## src/hdl/fafc_pkg.sv

```systemverilog
// Shared sizes, request codes, sequencer states and control structs of the FIFO cache.
package fafc_pkg;

  localparam int LINES          = 8;
  localparam int WORDS_PER_LINE = 4;
  localparam int ADDR_BITS      = 32;
  localparam int DATA_BITS      = 32;

  localparam int OFF_BITS    = $clog2(WORDS_PER_LINE);
  localparam int OFF_W       = (OFF_BITS > 0) ? OFF_BITS : 1;
  localparam int TAG_BITS    = ADDR_BITS - OFF_BITS;
  localparam int LINE_W      = $clog2(LINES);
  localparam int CNT_W       = $clog2(LINES + 1);
  localparam int DEPTH_WORDS = LINES * WORDS_PER_LINE;
  localparam int WADDR_W     = $clog2(DEPTH_WORDS);

  localparam logic [1:0] REQ_READ  = 2'd0;
  localparam logic [1:0] REQ_WRITE = 2'd1;
  localparam logic [1:0] REQ_FILL  = 2'd2;

  typedef enum logic [2:0] {
    ST_IDLE,
    ST_SCAN,
    ST_RDWAIT,
    ST_COPY,
    ST_RESP
  } state_t;

  typedef struct packed {
    logic                start;
    logic [TAG_BITS-1:0] tag;
  } scan_cmd_t;

  typedef struct packed {
    logic                done;
    logic                found;
    logic [LINE_W-1:0]   line;
  } scan_stat_t;

  typedef struct packed {
    logic                we;
    logic [LINE_W-1:0]   line;
    logic [TAG_BITS-1:0] tag;
  } tag_wr_t;

endpackage

```

## src/hdl/fully_associative_fifo_cache.sv

```systemverilog
// Top level of the fully associative cache with FIFO replacement.
//
//  channel | ports                                         | handshake
//  --------+-----------------------------------------------+-----------------------
//  input   | in_req_type in_address in_write_data in_fill_last | in_valid / in_ready
//  result  | out_hit out_read_data out_installed           | out_valid / out_ready
//
// One word is worked on at a time. A non-final fill word or an unknown request goes
// straight to the result state; a read, write or final fill word walks the valid
// lines through the one tag comparator, one line a cycle, and a read hit then waits
// on the registered read of the data memory. Installing a line copies the fill
// buffer into the data memory, one word a cycle. Reset empties the cache; a stalled
// result holds the block.
module fully_associative_fifo_cache (
  input  logic        clk,
  input  logic        rst_n,
  input  logic        in_valid,
  output logic        in_ready,
  input  logic [1:0]  in_req_type,
  input  logic [31:0] in_address,
  input  logic [31:0] in_write_data,
  input  logic        in_fill_last,
  output logic        out_valid,
  input  logic        out_ready,
  output logic        out_hit,
  output logic [31:0] out_read_data,
  output logic        out_installed
);
  import fafc_pkg::*;

  state_t               state_r, state_nxt;
  logic [1:0]           req_r,      req_nxt;
  logic [ADDR_BITS-1:0] addr_r,     addr_nxt;
  logic [DATA_BITS-1:0] wdata_r,    wdata_nxt;
  logic [DATA_BITS-1:0] fill_buf_r   [WORDS_PER_LINE];
  logic [DATA_BITS-1:0] fill_buf_nxt [WORDS_PER_LINE];
  logic [OFF_W-1:0]     fill_idx_r, fill_idx_nxt;
  logic [OFF_W-1:0]     copy_idx_r, copy_idx_nxt;
  logic [CNT_W-1:0]     vcount_r,   vcount_nxt;
  logic [LINE_W-1:0]    ins_ptr_r,  ins_ptr_nxt;
  logic [WADDR_W-1:0]   rd_addr_r,  rd_addr_nxt;
  logic                 res_hit_r,  res_hit_nxt;
  logic                 res_inst_r, res_inst_nxt;
  logic                 res_rd_r,   res_rd_nxt;
  logic                 out_valid_r, out_valid_nxt;
  logic                 out_hit_r,  out_hit_nxt;
  logic [31:0]          out_rdata_r, out_rdata_nxt;
  logic                 out_inst_r, out_inst_nxt;

  logic                 accept;
  logic                 go_scan;
  logic                 out_free;
  logic [ADDR_BITS-1:0] in_addr;
  logic [OFF_W-1:0]     offset;
  logic                 offset_ok;
  logic                 copy_last;
  scan_cmd_t            scan_cmd;
  scan_stat_t           scan_stat;
  tag_wr_t              tag_wr;
  logic                 dram_we;
  logic [WADDR_W-1:0]   dram_waddr;
  logic [DATA_BITS-1:0] dram_wdata;
  logic [DATA_BITS-1:0] dram_rdata;

  localparam logic [ADDR_BITS-1:0] OFF_MASK = ADDR_BITS'((64'd1 << OFF_BITS) - 64'd1);

  function automatic logic [WADDR_W-1:0] word_addr(input logic [LINE_W-1:0] line,
                                                   input logic [OFF_W-1:0]  off);
    return WADDR_W'(WADDR_W'(line) * WADDR_W'(WORDS_PER_LINE)) + WADDR_W'(off);
  endfunction

  assign in_ready  = (state_r == ST_IDLE);
  assign accept    = in_valid && in_ready;
  assign in_addr   = ADDR_BITS'(in_address);
  assign go_scan   = (in_req_type == REQ_READ) || (in_req_type == REQ_WRITE) ||
                     ((in_req_type == REQ_FILL) && in_fill_last);
  assign out_free  = !out_valid_r || out_ready;
  assign offset    = OFF_W'(addr_r & OFF_MASK);
  assign offset_ok = (32'(offset) < WORDS_PER_LINE);
  assign copy_last = (copy_idx_r == OFF_W'(WORDS_PER_LINE - 1));

  fafc_scan u_scan (
    .clk         (clk),
    .rst_n       (rst_n),
    .cmd         (scan_cmd),
    .valid_count (vcount_r),
    .tag_wr      (tag_wr),
    .stat        (scan_stat)
  );

  fafc_ram #(
    .WIDTH (DATA_BITS),
    .DEPTH (DEPTH_WORDS)
  ) u_data_ram (
    .clk   (clk),
    .we    (dram_we),
    .waddr (dram_waddr),
    .wdata (dram_wdata),
    .raddr (rd_addr_r),
    .rdata (dram_rdata)
  );

  always_comb begin
    state_nxt = state_r;
    unique case (state_r)
      ST_IDLE: begin
        if (accept) begin
          state_nxt = go_scan ? ST_SCAN : ST_RESP;
        end
      end
      ST_SCAN: begin
        if (scan_stat.done) begin
          if (req_r == REQ_FILL) begin
            state_nxt = scan_stat.found ? ST_RESP : ST_COPY;
          end else if ((req_r == REQ_READ) && scan_stat.found && offset_ok) begin
            state_nxt = ST_RDWAIT;
          end else begin
            state_nxt = ST_RESP;
          end
        end
      end
      ST_RDWAIT: state_nxt = ST_RESP;
      ST_COPY: begin
        if (copy_last) begin
          state_nxt = ST_RESP;
        end
      end
      ST_RESP: begin
        if (out_free) begin
          state_nxt = ST_IDLE;
        end
      end
      default: state_nxt = ST_IDLE;
    endcase
  end

  always_comb begin
    req_nxt       = req_r;
    addr_nxt      = addr_r;
    wdata_nxt     = wdata_r;
    fill_buf_nxt  = fill_buf_r;
    fill_idx_nxt  = fill_idx_r;
    copy_idx_nxt  = copy_idx_r;
    vcount_nxt    = vcount_r;
    ins_ptr_nxt   = ins_ptr_r;
    rd_addr_nxt   = rd_addr_r;
    res_hit_nxt   = res_hit_r;
    res_inst_nxt  = res_inst_r;
    res_rd_nxt    = res_rd_r;
    out_hit_nxt   = out_hit_r;
    out_rdata_nxt = out_rdata_r;
    out_inst_nxt  = out_inst_r;
    out_valid_nxt = out_valid_r && !out_ready;
    scan_cmd.start = 1'b0;
    scan_cmd.tag   = TAG_BITS'(in_addr >> OFF_BITS);
    tag_wr.we      = 1'b0;
    tag_wr.line    = ins_ptr_r;
    tag_wr.tag     = TAG_BITS'(addr_r >> OFF_BITS);
    dram_we        = 1'b0;
    dram_waddr     = word_addr(ins_ptr_r, copy_idx_r);
    dram_wdata     = fill_buf_r[copy_idx_r];
    unique case (state_r)
      ST_IDLE: begin
        if (accept) begin
          req_nxt        = in_req_type;
          addr_nxt       = in_addr;
          wdata_nxt      = DATA_BITS'(in_write_data);
          res_hit_nxt    = 1'b0;
          res_inst_nxt   = 1'b0;
          res_rd_nxt     = 1'b0;
          scan_cmd.start = go_scan;
          if (in_req_type == REQ_FILL) begin
            fill_buf_nxt[fill_idx_r] = DATA_BITS'(in_write_data);
            if (in_fill_last || (fill_idx_r == OFF_W'(WORDS_PER_LINE - 1))) begin
              fill_idx_nxt = '0;
            end else begin
              fill_idx_nxt = fill_idx_r + 1'b1;
            end
          end
        end
      end
      ST_SCAN: begin
        if (scan_stat.done) begin
          res_hit_nxt = scan_stat.found;
          if (req_r == REQ_FILL) begin
            if (!scan_stat.found) begin
              tag_wr.we    = 1'b1;
              copy_idx_nxt = '0;
            end
          end else if (scan_stat.found && offset_ok) begin
            if (req_r == REQ_READ) begin
              rd_addr_nxt = word_addr(scan_stat.line, offset);
              res_rd_nxt  = 1'b1;
            end else begin
              dram_we    = 1'b1;
              dram_waddr = word_addr(scan_stat.line, offset);
              dram_wdata = wdata_r;
            end
          end
        end
      end
      ST_RDWAIT: begin
      end
      ST_COPY: begin
        dram_we      = 1'b1;
        copy_idx_nxt = copy_idx_r + 1'b1;
        if (copy_last) begin
          // The slot just written becomes the newest line; when full it was the oldest.
          ins_ptr_nxt  = (ins_ptr_r == LINE_W'(LINES - 1)) ? '0 : ins_ptr_r + 1'b1;
          vcount_nxt   = (vcount_r < CNT_W'(LINES)) ? vcount_r + 1'b1 : vcount_r;
          res_inst_nxt = 1'b1;
        end
      end
      ST_RESP: begin
        if (out_free) begin
          out_valid_nxt = 1'b1;
          out_hit_nxt   = res_hit_r;
          out_inst_nxt  = res_inst_r;
          out_rdata_nxt = res_rd_r ? 32'(dram_rdata) : 32'd0;
        end
      end
      default: begin
      end
    endcase
  end

  always_ff @(posedge clk) begin
    if (!rst_n) begin
      state_r     <= ST_IDLE;
      fill_idx_r  <= '0;
      vcount_r    <= '0;
      ins_ptr_r   <= '0;
      out_valid_r <= 1'b0;
    end else begin
      state_r     <= state_nxt;
      fill_idx_r  <= fill_idx_nxt;
      vcount_r    <= vcount_nxt;
      ins_ptr_r   <= ins_ptr_nxt;
      out_valid_r <= out_valid_nxt;
    end
    req_r       <= req_nxt;
    addr_r      <= addr_nxt;
    wdata_r     <= wdata_nxt;
    fill_buf_r  <= fill_buf_nxt;
    copy_idx_r  <= copy_idx_nxt;
    rd_addr_r   <= rd_addr_nxt;
    res_hit_r   <= res_hit_nxt;
    res_inst_r  <= res_inst_nxt;
    res_rd_r    <= res_rd_nxt;
    out_hit_r   <= out_hit_nxt;
    out_rdata_r <= out_rdata_nxt;
    out_inst_r  <= out_inst_nxt;
  end

  assign out_valid     = out_valid_r;
  assign out_hit       = out_hit_r;
  assign out_read_data = out_rdata_r;
  assign out_installed = out_inst_r;

endmodule

```

## src/hdl/fafc_ram.sv

```systemverilog
// Generic single-write, single-read RAM with a registered read port.
module fafc_ram #(
  parameter int WIDTH = 32,
  parameter int DEPTH = 8
) (
  input  logic                                       clk,
  input  logic                                       we,
  input  logic [((DEPTH > 1) ? $clog2(DEPTH) : 1)-1:0] waddr,
  input  logic [WIDTH-1:0]                           wdata,
  input  logic [((DEPTH > 1) ? $clog2(DEPTH) : 1)-1:0] raddr,
  output logic [WIDTH-1:0]                           rdata
);

  logic [WIDTH-1:0] mem_r [DEPTH];
  logic [WIDTH-1:0] rdata_r;

  always_ff @(posedge clk) begin
    if (we) begin
      mem_r[waddr] <= wdata;
    end
    rdata_r <= mem_r[raddr];
  end

  assign rdata = rdata_r;

endmodule

```

## src/hdl/fafc_scan.sv

```systemverilog
// Tag store and the shared tag comparator that walks the valid lines one per cycle.
module fafc_scan (
  input  logic                         clk,
  input  logic                         rst_n,
  input  fafc_pkg::scan_cmd_t          cmd,
  input  logic [fafc_pkg::CNT_W-1:0]   valid_count,
  input  fafc_pkg::tag_wr_t            tag_wr,
  output fafc_pkg::scan_stat_t         stat
);
  import fafc_pkg::*;

  logic                issue_r,    issue_nxt;
  logic [LINE_W-1:0]   rd_idx_r,   rd_idx_nxt;
  logic                cmp_vld_r,  cmp_vld_nxt;
  logic                cmp_last_r, cmp_last_nxt;
  logic [LINE_W-1:0]   cmp_idx_r,  cmp_idx_nxt;
  logic                found_r,    found_nxt;
  logic [LINE_W-1:0]   line_r,     line_nxt;
  logic [TAG_BITS-1:0] tag_r,      tag_nxt;
  logic [TAG_BITS-1:0] tag_rdata;
  logic                match;
  logic                last_issue;

  fafc_ram #(
    .WIDTH (TAG_BITS),
    .DEPTH (LINES)
  ) u_tag_ram (
    .clk   (clk),
    .we    (tag_wr.we),
    .waddr (tag_wr.line),
    .wdata (tag_wr.tag),
    .raddr (rd_idx_r),
    .rdata (tag_rdata)
  );

  // The read data of the tag store lines up with the compare stage registers.
  assign match      = cmp_vld_r && (tag_rdata == tag_r);
  assign last_issue = ((CNT_W'(rd_idx_r) + CNT_W'(1)) == valid_count);

  always_comb begin
    issue_nxt    = issue_r;
    rd_idx_nxt   = rd_idx_r;
    cmp_vld_nxt  = 1'b0;
    cmp_last_nxt = 1'b0;
    cmp_idx_nxt  = rd_idx_r;
    tag_nxt      = tag_r;
    found_nxt    = found_r;
    line_nxt     = line_r;
    if (match && !found_r) begin
      found_nxt = 1'b1;
      line_nxt  = cmp_idx_r;
    end
    if (cmd.start) begin
      tag_nxt      = cmd.tag;
      found_nxt    = 1'b0;
      rd_idx_nxt   = '0;
      issue_nxt    = (valid_count != '0);
      // With no valid line the search ends at once with a miss.
      cmp_last_nxt = (valid_count == '0);
    end else if (issue_r) begin
      cmp_vld_nxt  = 1'b1;
      cmp_last_nxt = last_issue;
      issue_nxt    = !last_issue;
      rd_idx_nxt   = rd_idx_r + 1'b1;
    end
  end

  always_ff @(posedge clk) begin
    if (!rst_n) begin
      issue_r    <= 1'b0;
      cmp_vld_r  <= 1'b0;
      cmp_last_r <= 1'b0;
      found_r    <= 1'b0;
    end else begin
      issue_r    <= issue_nxt;
      cmp_vld_r  <= cmp_vld_nxt;
      cmp_last_r <= cmp_last_nxt;
      found_r    <= found_nxt;
    end
    rd_idx_r  <= rd_idx_nxt;
    cmp_idx_r <= cmp_idx_nxt;
    line_r    <= line_nxt;
    tag_r     <= tag_nxt;
  end

  assign stat.done  = cmp_last_r;
  assign stat.found = found_r || match;
  assign stat.line  = (match && !found_r) ? cmp_idx_r : line_r;

endmodule

```

## config.mk

```make
export PLATFORM = sky130hd
export DESIGN_NAME = fully_associative_fifo_cache
export DESIGN_NICKNAME = d
export VERILOG_FILES = /design/src/hdl/fafc_pkg.sv /design/src/hdl/fully_associative_fifo_cache.sv /design/src/hdl/fafc_ram.sv /design/src/hdl/fafc_scan.sv
export SDC_FILE = /design/constraint.sdc
export NUM_CORES = 1
export LEC_CHECK = 0
export BUFFER_PORTS_ARGS = -buffer_cell sky130_fd_sc_hd__clkbuf_2
export CAP_MARGIN = 5
export CORE_UTILIZATION = 47
export CTS_BUF_LIST = sky130_fd_sc_hd__clkbuf_4
export CTS_CLUSTER_DIAMETER = 200
export DETAILED_ROUTE_END_ITERATION = 12
export PLACE_DENSITY = 0.73
export SLEW_MARGIN = 10
export SYNTH_ARGS = -nofsm -noshare
export SYNTH_HDL_FRONTEND = slang
export SYNTH_SLANG_ARGS = --single-unit
```

## constraint.sdc

```tcl
create_clock -name clk -period 14.1 [get_ports clk]
set_input_delay 1.41 -clock clk [delete_from_list [all_inputs] [get_ports clk]]
set_output_delay 1.41 -clock clk [all_outputs]
set_load 0.01 [all_outputs]
```

==> summary by stage, run 1 <==
Die
The number of primary I/O pins is 107. The core region area is 128000 um^2. The floorplan die height is 361 um. The initial utilization of the core area, before any placement, comes to 0.474. In this run the horizontal extent of the chip is 361 um.

The total die area is 130000 um^2. The floorplan has 131 rows.

Clock tree
TritonCTS built the clock tree. After clock tree synthesis, the setup repair step added 0 buffers. The post-CTS resize count is 0.

The tree built by TritonCTS fans out to 1620 sinks. Hold repair after CTS inserted 0 buffers. The latest clock arrival within the worst-skew pair is 1.28 ns. The maximum clock insertion buffer count is 4. The number of buffers added by the clock tree synthesis step is 396.

The clock slew at the register clock pins of the worst setup and hold paths is 0.07 ns. Clock tree synthesis selected as its root buffer the cell clkbuf_4. The H-tree generated during clock tree synthesis spans 5 levels.

Pwr
Overall power consumption after layout is estimated at 9030 uW. The net load switching power is 1840 uW. The total leakage power is 0.0219 uW. IR analysis of the VDD net gives a maximum drop of 0.0934 mV.

Cell internal power was estimated by the tool at 7190 uW. The share of total power dissipated in the clock network is 0.405. The share of total power consumed by net switching is 0.203.

The share of total power dissipated in combinational logic is 0.010. The sequential fraction of design power is 0.586. Power spread over the standard cell area amounts to 132 nW/um^2.

Detailed routing
In the final routed layout, each cell accounts on average for 26.2 um. The number of vias per cell is 5.77. The number of nets with antenna violations after detailed routing is 0.

The final route contains 28716 vias. The number of iterations in the first detailed-routing pass is 5. After the first detailed-routing iteration, the DRC count stood at 3269.

The total wire length after detailed routing is 130000 um. The number of design rule violations left after detail routing is 0.

Worst setup path
The worst setup path is launched from a flop. The delay of the slowest cell on the worst path is 0.69 ns. The signal on the critical path passes through xnor2_1, nand4_1, nor4_4, and2_0, o311ai_4, nor4_2, buf_4. The start-to-end type of the worst setup path is reg2reg.

The endpoint of the worst register-to-register path is u_data_ram.mem_r[7][16]. The master of the slowest instance on the critical path is nor4_4. The setup slack on the worst flop-to-flop path is 10.06 ns.

The worst flop-to-flop path startpoint is u_scan.tag_r[16]. STA classifies the critical path endpoint as a flop. At the worst endpoint, the required time is 14.89 ns. The maximum net fanout on the critical path is 25. The data arrival time of the worst path is 4.83 ns. Measured in cells, the most critical reg-to-reg path has a length of 7.

Layout
With fillers left out, the area of the finished cells amounts to 68500 um^2. The area of combinational cells with multiple inputs is 12500 um^2. The fill cell total of the finished layout is 9384. The layout overhead on the synthesized area is 13.2%.

In the final layout, the share of cells above drive strength 1 is 0.414. The final net count is 3082. The sequential standard cell area is 47800 um^2.

Timing
Setup repair after global routing left no endpoint under its margin. The number of hold violations in the final report is 0. The post-layout minimum cycle time is 4.04 ns. The worst pin sits at a relative slew slack of 0.0415.

Setup violations remaining at the end of the flow were counted as 0. The worst clock skew on the final layout is 0.153 ns. The final-report max-slew violation count is 0. For the pin with the worst max-slew slack, the measured transition is 1.44 ns. Derived from the worst setup path, the maximum achievable clock frequency is 0.248 GHz. The setup TNS is 0 ns. Dividing the final minimum period by the clock period gives 0.286.

Global routing
The initial antenna violation count came to 13. For this run, the total global-route usage over all layers was measured as 0.201. Summed over all layers, the global routing overflow is 0. Entering global routing, the biggest net connects 199 pins.

The via count of the first global-routing pass is 30291. The wire length of the first global-routing pass is 191000 um.

Yosys
Counting flops and latches in the post-synthesis netlist gives 1620. After technology mapping, the gate count stands at 2527. In the synthesized netlist the dominant register cell turns out to be edfxtp_1.

By count the netlist is led by edfxtp_1 (1532), mux4_2 (412), mux2_2 (93), dfxtp_1 (88), clkbuf_1 (67). The synthesized netlist contains 53 unique library cells. The proportion of synthesized flip-flops having asynchronous set or reset is 0. The synthesis warning total is 0. Counting every net in the synthesized netlist gives 2608. The average cell area after synthesis is 23.9 um^2. The post-synthesis sequential area ratio is 0.789. The cell with the most instances after synthesis is edfxtp_1. Yosys attributes the largest share of cell area to edfxtp_1 (76%), mux4_2 (15%), dfxtp_1 (2.9%).

The area of the mapped netlist is 60500 um^2. Of the post-synthesis cell area, the dominant cell type holds 0.760. The library cell with the largest summed area after synthesis is edfxtp_1. The number of enable flip-flop cells after synthesis is 1532.

Min path
The startpoint identified for the worst hold timing path is in_address[23]. The worst hold-check path type is in2reg. For hold timing, the worst endpoint is addr_r[23]. The cell depth of the worst min-delay path is 1.

Place
The sum of net half-perimeters after detailed placement is 70400 um. In this run the tool buffered the top-level ports with 106 buffer cells. Routability-driven placement finished with a final weighted congestion of 0.791. The cell area after placement is 63600 um^2.

Job
The tool flagged a number of max-cap violations equal to 0.

Outcome
The run finished with clean final reports.
[sequential cells by signal (all words and copies together), names as in the netlist, 3 cells and up]
register                count
vcount_r                    4
u_scan.cmp_idx_r            3
u_scan.line_r               3
out_read_data              32
u_scan.u_tag_ram.mem_r    240
u_scan.tag_r               30
wdata_r                    32
u_scan.cmp_idx_nxt          3
state_r                     3
rd_addr_r                   5
u_scan.u_tag_ram.rdata     30
u_data_ram.rdata           32
ins_ptr_r                   3
addr_r                     32
u_data_ram.mem_r         1024
fill_buf_r                128
[worst max path at each step]
stage	depth (start not counted)	slack (ns)	from	endpoint
2_1_floorplan	8	8.58	u_scan.tag_r[3]	u_data_ram.mem_r[11][0]
6_report	7	10.06	u_scan.tag_r[16]	u_data_ram.mem_r[7][16]
4_1_cts	7	10.09	u_scan.tag_r[16]	u_data_ram.mem_r[20][2]
3_5_place_dp	5	10.20	in_valid	fill_buf_r[44]
5_1_grt	7	9.90	u_scan.tag_r[16]	u_data_ram.mem_r[24][16]
3_3_place_gp	5	10.24	in_valid	fill_buf_r[104]
[cells in the final DEF, fill, tap and decap left out, types with 6 or more instances in the layout]
cell      instances
dfxtp_1          86
nor3b_1           6
and3_1            7
inv_1            11
inv_2             8
clkinv_2         21
nor2b_1           7
nand2b_1          7
buf_4            87
and2_1           35
nor2_4            7
nand3_1          10
nand4_1           9
nand2_1          21
a21oi_1           6
clkbuf_2        106
nor4_2           32
nor2_1           15
xnor2_1          36
ha_1             10
clkbuf_4        575
clkinv_1         93
mux2_2           93
diode_2          10
edfxtp_1       1532
nor3_1           10
mux4_2          412
[worst max-delay path, delay by kind of cell (launching register included)]
kind | cells | cell delay, ns
XOR/XNOR | 1 | 0.23
buffers and inverters | 1 | 0.58
AND/OR/NAND/NOR | 4 | 1.98
AO/OA/AOI/OAI | 1 | 0.36
flip-flops | 1 | 0.40
[cell families (layout without fill, tap and decap cells)]
family | Yosys count | count (layout) | share of synthesized area
buffers and inverters | 131 | 905 | 0.00914
adders and majority gates | 10 | 10 | 0.00207
other | 0 | 10 | 0
and+or+nand+nor | 181 | 181 | 0.0174
DFF | 1620 | 1620 | 0.789
AOI/OAI and AO/OA | 33 | 33 | 0.00418
muxes | 513 | 513 | 0.172
xor gates and xnor gates | 39 | 39 | 0.00565
[through the flow]
stage	setup WS [ns]	hold WS (ns)	util	cells
floorplan	8.58	0.329	-	2527
global placement	10.24	0.415	0.498	4265
detailed placement	10.20	0.415	0.498	4265
CTS	10.09	0.179	0.536	4963
global route	9.90	0.197	0.536	4969
finish	10.06	0.323	0.536	4973
[metal layers]
layer  GRT usage  vias up  routed length (um)
li1            -    11967                   -
met4      0.0725        8                2770
met5           0        -                  50
met1       0.273    15005               51300
met2       0.316     1564               63400
met3      0.0522      172               12900
[area by class of cell]
| type | instances | share of cell area |
|---|---|---|
| clock buffers | 575 | 0.0630 |
| flip-flops and latches | 1620 | 0.698 |
| repair buffers | 195 | 0.0179 |
| multi-input cells | 776 | 0.182 |
| well taps | 1662 | 0.0304 |
| diodes | 10 | 0.000365 |
| inverters | 12 | 0.000676 |
| clock inverters | 123 | 0.00787 |
[power groups by stage]
stage	logic (uW)	clock network [uW]	registers (uW)
3_3_place_gp	86.8	0	5390
4_1_cts	90.3	3750	5290
3_5_place_dp	89.8	0	5390
5_1_grt	96.3	3980	5290
2_1_floorplan	39.7	0	5390
6_report	88.6	3650	5290
No activity file was read; power rests on OpenSTA's default activity.
==> run 2: changes to the inputs <==
PLACE_DENSITY = 0.75   (was 0.73)
clock period = 3.7 ns   (was 14.1 ns; I/O delays follow)
==> summary by stage, run 2 (synthesis gave the netlist of run 1 again) <==
Detailed routing
The number of design rule violations left after detail routing came to 0 (unchanged). The number of iterations in the first detailed-routing pass came to 7 (was 5). The number of nets with antenna violations after detailed routing was 0 (unchanged).

The number of DRC markers in iteration 0 was 3241 (was 3269). The number of vias per cell is 5.75 (was 5.77). The count of vias placed by the detailed router is 29417 (was 28716).

The detail-routed net length per standard cell is 26.1 um (was 26.2 um). The total wire length after detailed routing is 134000 um (was 130000 um).

Worst setup path
The startpoint type of the worst setup path is a flop (unchanged). Critical-path cell list: xnor2_1, nand4_1, nor4_4, buf_4, and2_1, o311ai_4, buf_4, nor4_4, buf_12 (was xnor2_1, nand4_1, nor4_4, and2_0, o311ai_4, nor4_2, buf_4). The setup slack on the worst flop-to-flop path was 0.25 ns (was 10.06 ns).

The delay of the slowest cell on the worst path is 0.40 ns (was 0.69 ns). The combined buffer and inverter count along the critical path is 3 (was 1). The worst flop-to-flop path startpoint is u_scan.tag_r[15] (was u_scan.tag_r[16]).

The kind of cell adding the most delay to the critical path is simple AND/OR/NAND/NOR gates (unchanged). The endpoint of the worst register-to-register path is u_data_ram.mem_r[24][26] (was u_data_ram.mem_r[7][16]). The start-to-end type of the worst setup path is reg2reg (unchanged).

The master of the slowest instance on the critical path is edfxtp_1 (was nor4_4). The critical path required time is 4.47 ns (was 14.89 ns). The cell depth of the worst flop-to-flop path came to 9 (was 7). The element type at the critical path end was a flop (unchanged). The data arrival time of the worst path is 4.23 ns (was 4.83 ns). The maximum net fanout on the critical path is 32 (was 25).

Timing
The slew at the pin with the worst max-slew slack is 1.13 ns (was 1.44 ns). The number of hold violations in the final report is 0 (unchanged). The setup violation total in the final timing report is 0 (unchanged). Setup repair after global routing missed its margin: no (unchanged). The upper clock frequency limit is 0.289 GHz (was 0.248 GHz).

The worst clock skew on the final layout was 0.135 ns (was 0.153 ns). The setup TNS is 0 ns (unchanged). The post-route fraction of the period consumed by the critical path came to 0.934 (was 0.286).

The post-layout minimum cycle time is 3.45 ns (was 4.04 ns). The headroom to the max-slew limit came to 0.244 (was 0.0415). The final-report max-slew violation count was 0 (unchanged).

Layout
The commonest non-fill, non-tap cell in the layout is edfxtp_1 (unchanged). The register name with the most flops was u_data_ram.mem_r (unchanged). The fraction of layout instances using a drive strength above 1 is 0.404 (was 0.414).

The final net count is 3244 (was 3082). The layout overhead on the synthesized area is 17.1% (was 13.2%). Largest regs: u_data_ram.mem_r (1024), u_scan.u_tag_ram.mem_r (240), fill_buf_r (128) (unchanged).

The flip-flop count of the largest register, all copies and words added is 1024 (unchanged). The fill cell total of the finished layout is 9101 (was 9384). The share of the core filled with cells is 0.555 (was 0.536).

Highest-count cells in the layout ignoring fill and taps: edfxtp_1 (1532), clkbuf_4 (578), mux4_2 (412) (was edfxtp_1 (1532), clkbuf_4 (575), mux4_2 (412)).

Outcome
Run status: finished, final reports clean (unchanged).

Pwr
The total leakage power is 0.0228 uW (was 0.0219 uW). The worst vdd rail ir drop came to 0.411 mV (was 0.0934 mV). The areal power density over the cells is 491 nW/um^2 (was 132 nW/um^2).

Die
The total die area was 130000 um^2 (unchanged). The floorplan row count is 131 (unchanged). The die span in x is 361 um (unchanged).

The floorplan die height was 361 um (unchanged). The core region area is 128000 um^2 (unchanged). The effective utilization at floorplan was 0.474 (unchanged).

The number of primary I/O pins is 107 (unchanged).

Global routing
The total congestion overflow came to 0 (unchanged). The via count of the first global-routing pass is 31102 (was 30291). The total routing usage reported by global routing came to 0.208 (was 0.201).

The wire length of the first global-routing pass came to 197000 um (was 191000 um). The initial antenna violation count was 9 (was 13). The largest net degree at the start of global routing was 102 (was 199).

Clock tree
The clock slew at the register clock pins of the worst setup and hold paths was 0.07 ns (about the same). The clock tree from TritonCTS is done (unchanged). The cell at the root of the clock tree is clkbuf_4 (unchanged). The number of buffers added by the clock tree synthesis step is 401 (was 396). The maximum clock insertion buffer count is 4 (unchanged). The latest clock arrival within the worst-skew pair is 1.22 ns (was 1.28 ns). The number of H-tree levels is 5 (unchanged). The number of clock sinks was 1620 (unchanged).

Place
The quantity of I/O buffers inserted on ports is 106 (unchanged). The sum of net half-perimeters after detailed placement came to 75900 um (was 70400 um). The global placer's final weighted congestion was 0.805 (was 0.791).

Min path
The cell depth of the worst min-delay path is 4 (was 1). The startpoint of the lowest-slack hold path is out_ready (was in_address[23]). The worst hold-check path type is in2reg (unchanged). The hold-critical path endpoint is out_valid (was addr_r[23]).

Job
The reported max-cap violation count is 0 (unchanged).
[run 2: area by class of cell]
| type | instances | area, um^2 | share of cell area |
|---|---|---|---|
| Clock inverter | 109 | 527 | 0.00744 |
| Timing Repair Buffer | 352 | 3270 | 0.0461 |
| Sequential cell | 1620 | 47800 | 0.674 |
| Clock buffer | 578 | 4340 | 0.0612 |
| Antenna cell | 10 | 25.0 | 0.000353 |
| Inverter | 12 | 46.3 | 0.000653 |
| Tap cell | 1662 | 2080 | 0.0294 |
| Multi-Input combinational cell | 776 | 12800 | 0.181 |
[run 2: worst max path at each step]
stage,depth (start not counted),slack (ns),to,start
3_5_place_dp,8,0.02,u_data_ram.mem_r[17][13],u_scan.tag_r[3]
2_1_floorplan,7,-0.60,u_data_ram.mem_r[10][0],u_scan.tag_r[3]
5_1_grt,9,0.14,u_data_ram.mem_r[19][19],u_scan.tag_r[15]
4_1_cts,7,0.06,u_data_ram.mem_r[31][16],u_scan.tag_r[15]
3_3_place_gp,7,0.20,u_data_ram.mem_r[31][11],u_scan.tag_r[3]
6_report,9,0.25,u_data_ram.mem_r[24][26],u_scan.tag_r[15]
[run 2: what timing repair did]
action	CTS	global route
setup buffers	0	2
pin swaps	1	2
gates resized for setup	1	2
hold buffers	140	0
endpoints found under the hold margin	277	0
endpoints found under the setup margin	226	184
[run 2: layer usage]
metal | global-route usage | part of all wire
met1 | 0.273 | 0.39
met2 | 0.335 | 0.50
met3 | 0.0613 | 0.097
met4 | 0.0647 | 0.015
met5 | 0 | 0
[run 2: worst min-delay path, delay by kind of cell]
kind / cells / cell delay, ns
simple gates: 1 / 0.22
compound gates: 1 / 0.13
buf+inv: 2 / 0.64
[run 2: power breakdown]
part,internal (uW),switching (uW)
Combinational,202,275
Clock,7360,6780
Sequential,20100,110
Total,27600,7170
[run 2: per-stage QoR]
stage	hold WS [ns]	worst slack, ns	area [um^2]	cells	power, uW
after CTS	0.0131	0.0628	70800	5107	35100
after floorplan	0.329	-0.605	60700	2527	20700
after global routing	0.109	0.135	70800	5116	36100
final	0.247	0.245	70800	5119	34800
after detailed placement	0.413	0.0209	64500	4280	20900
after global placement	0.414	0.196	64500	4280	20900
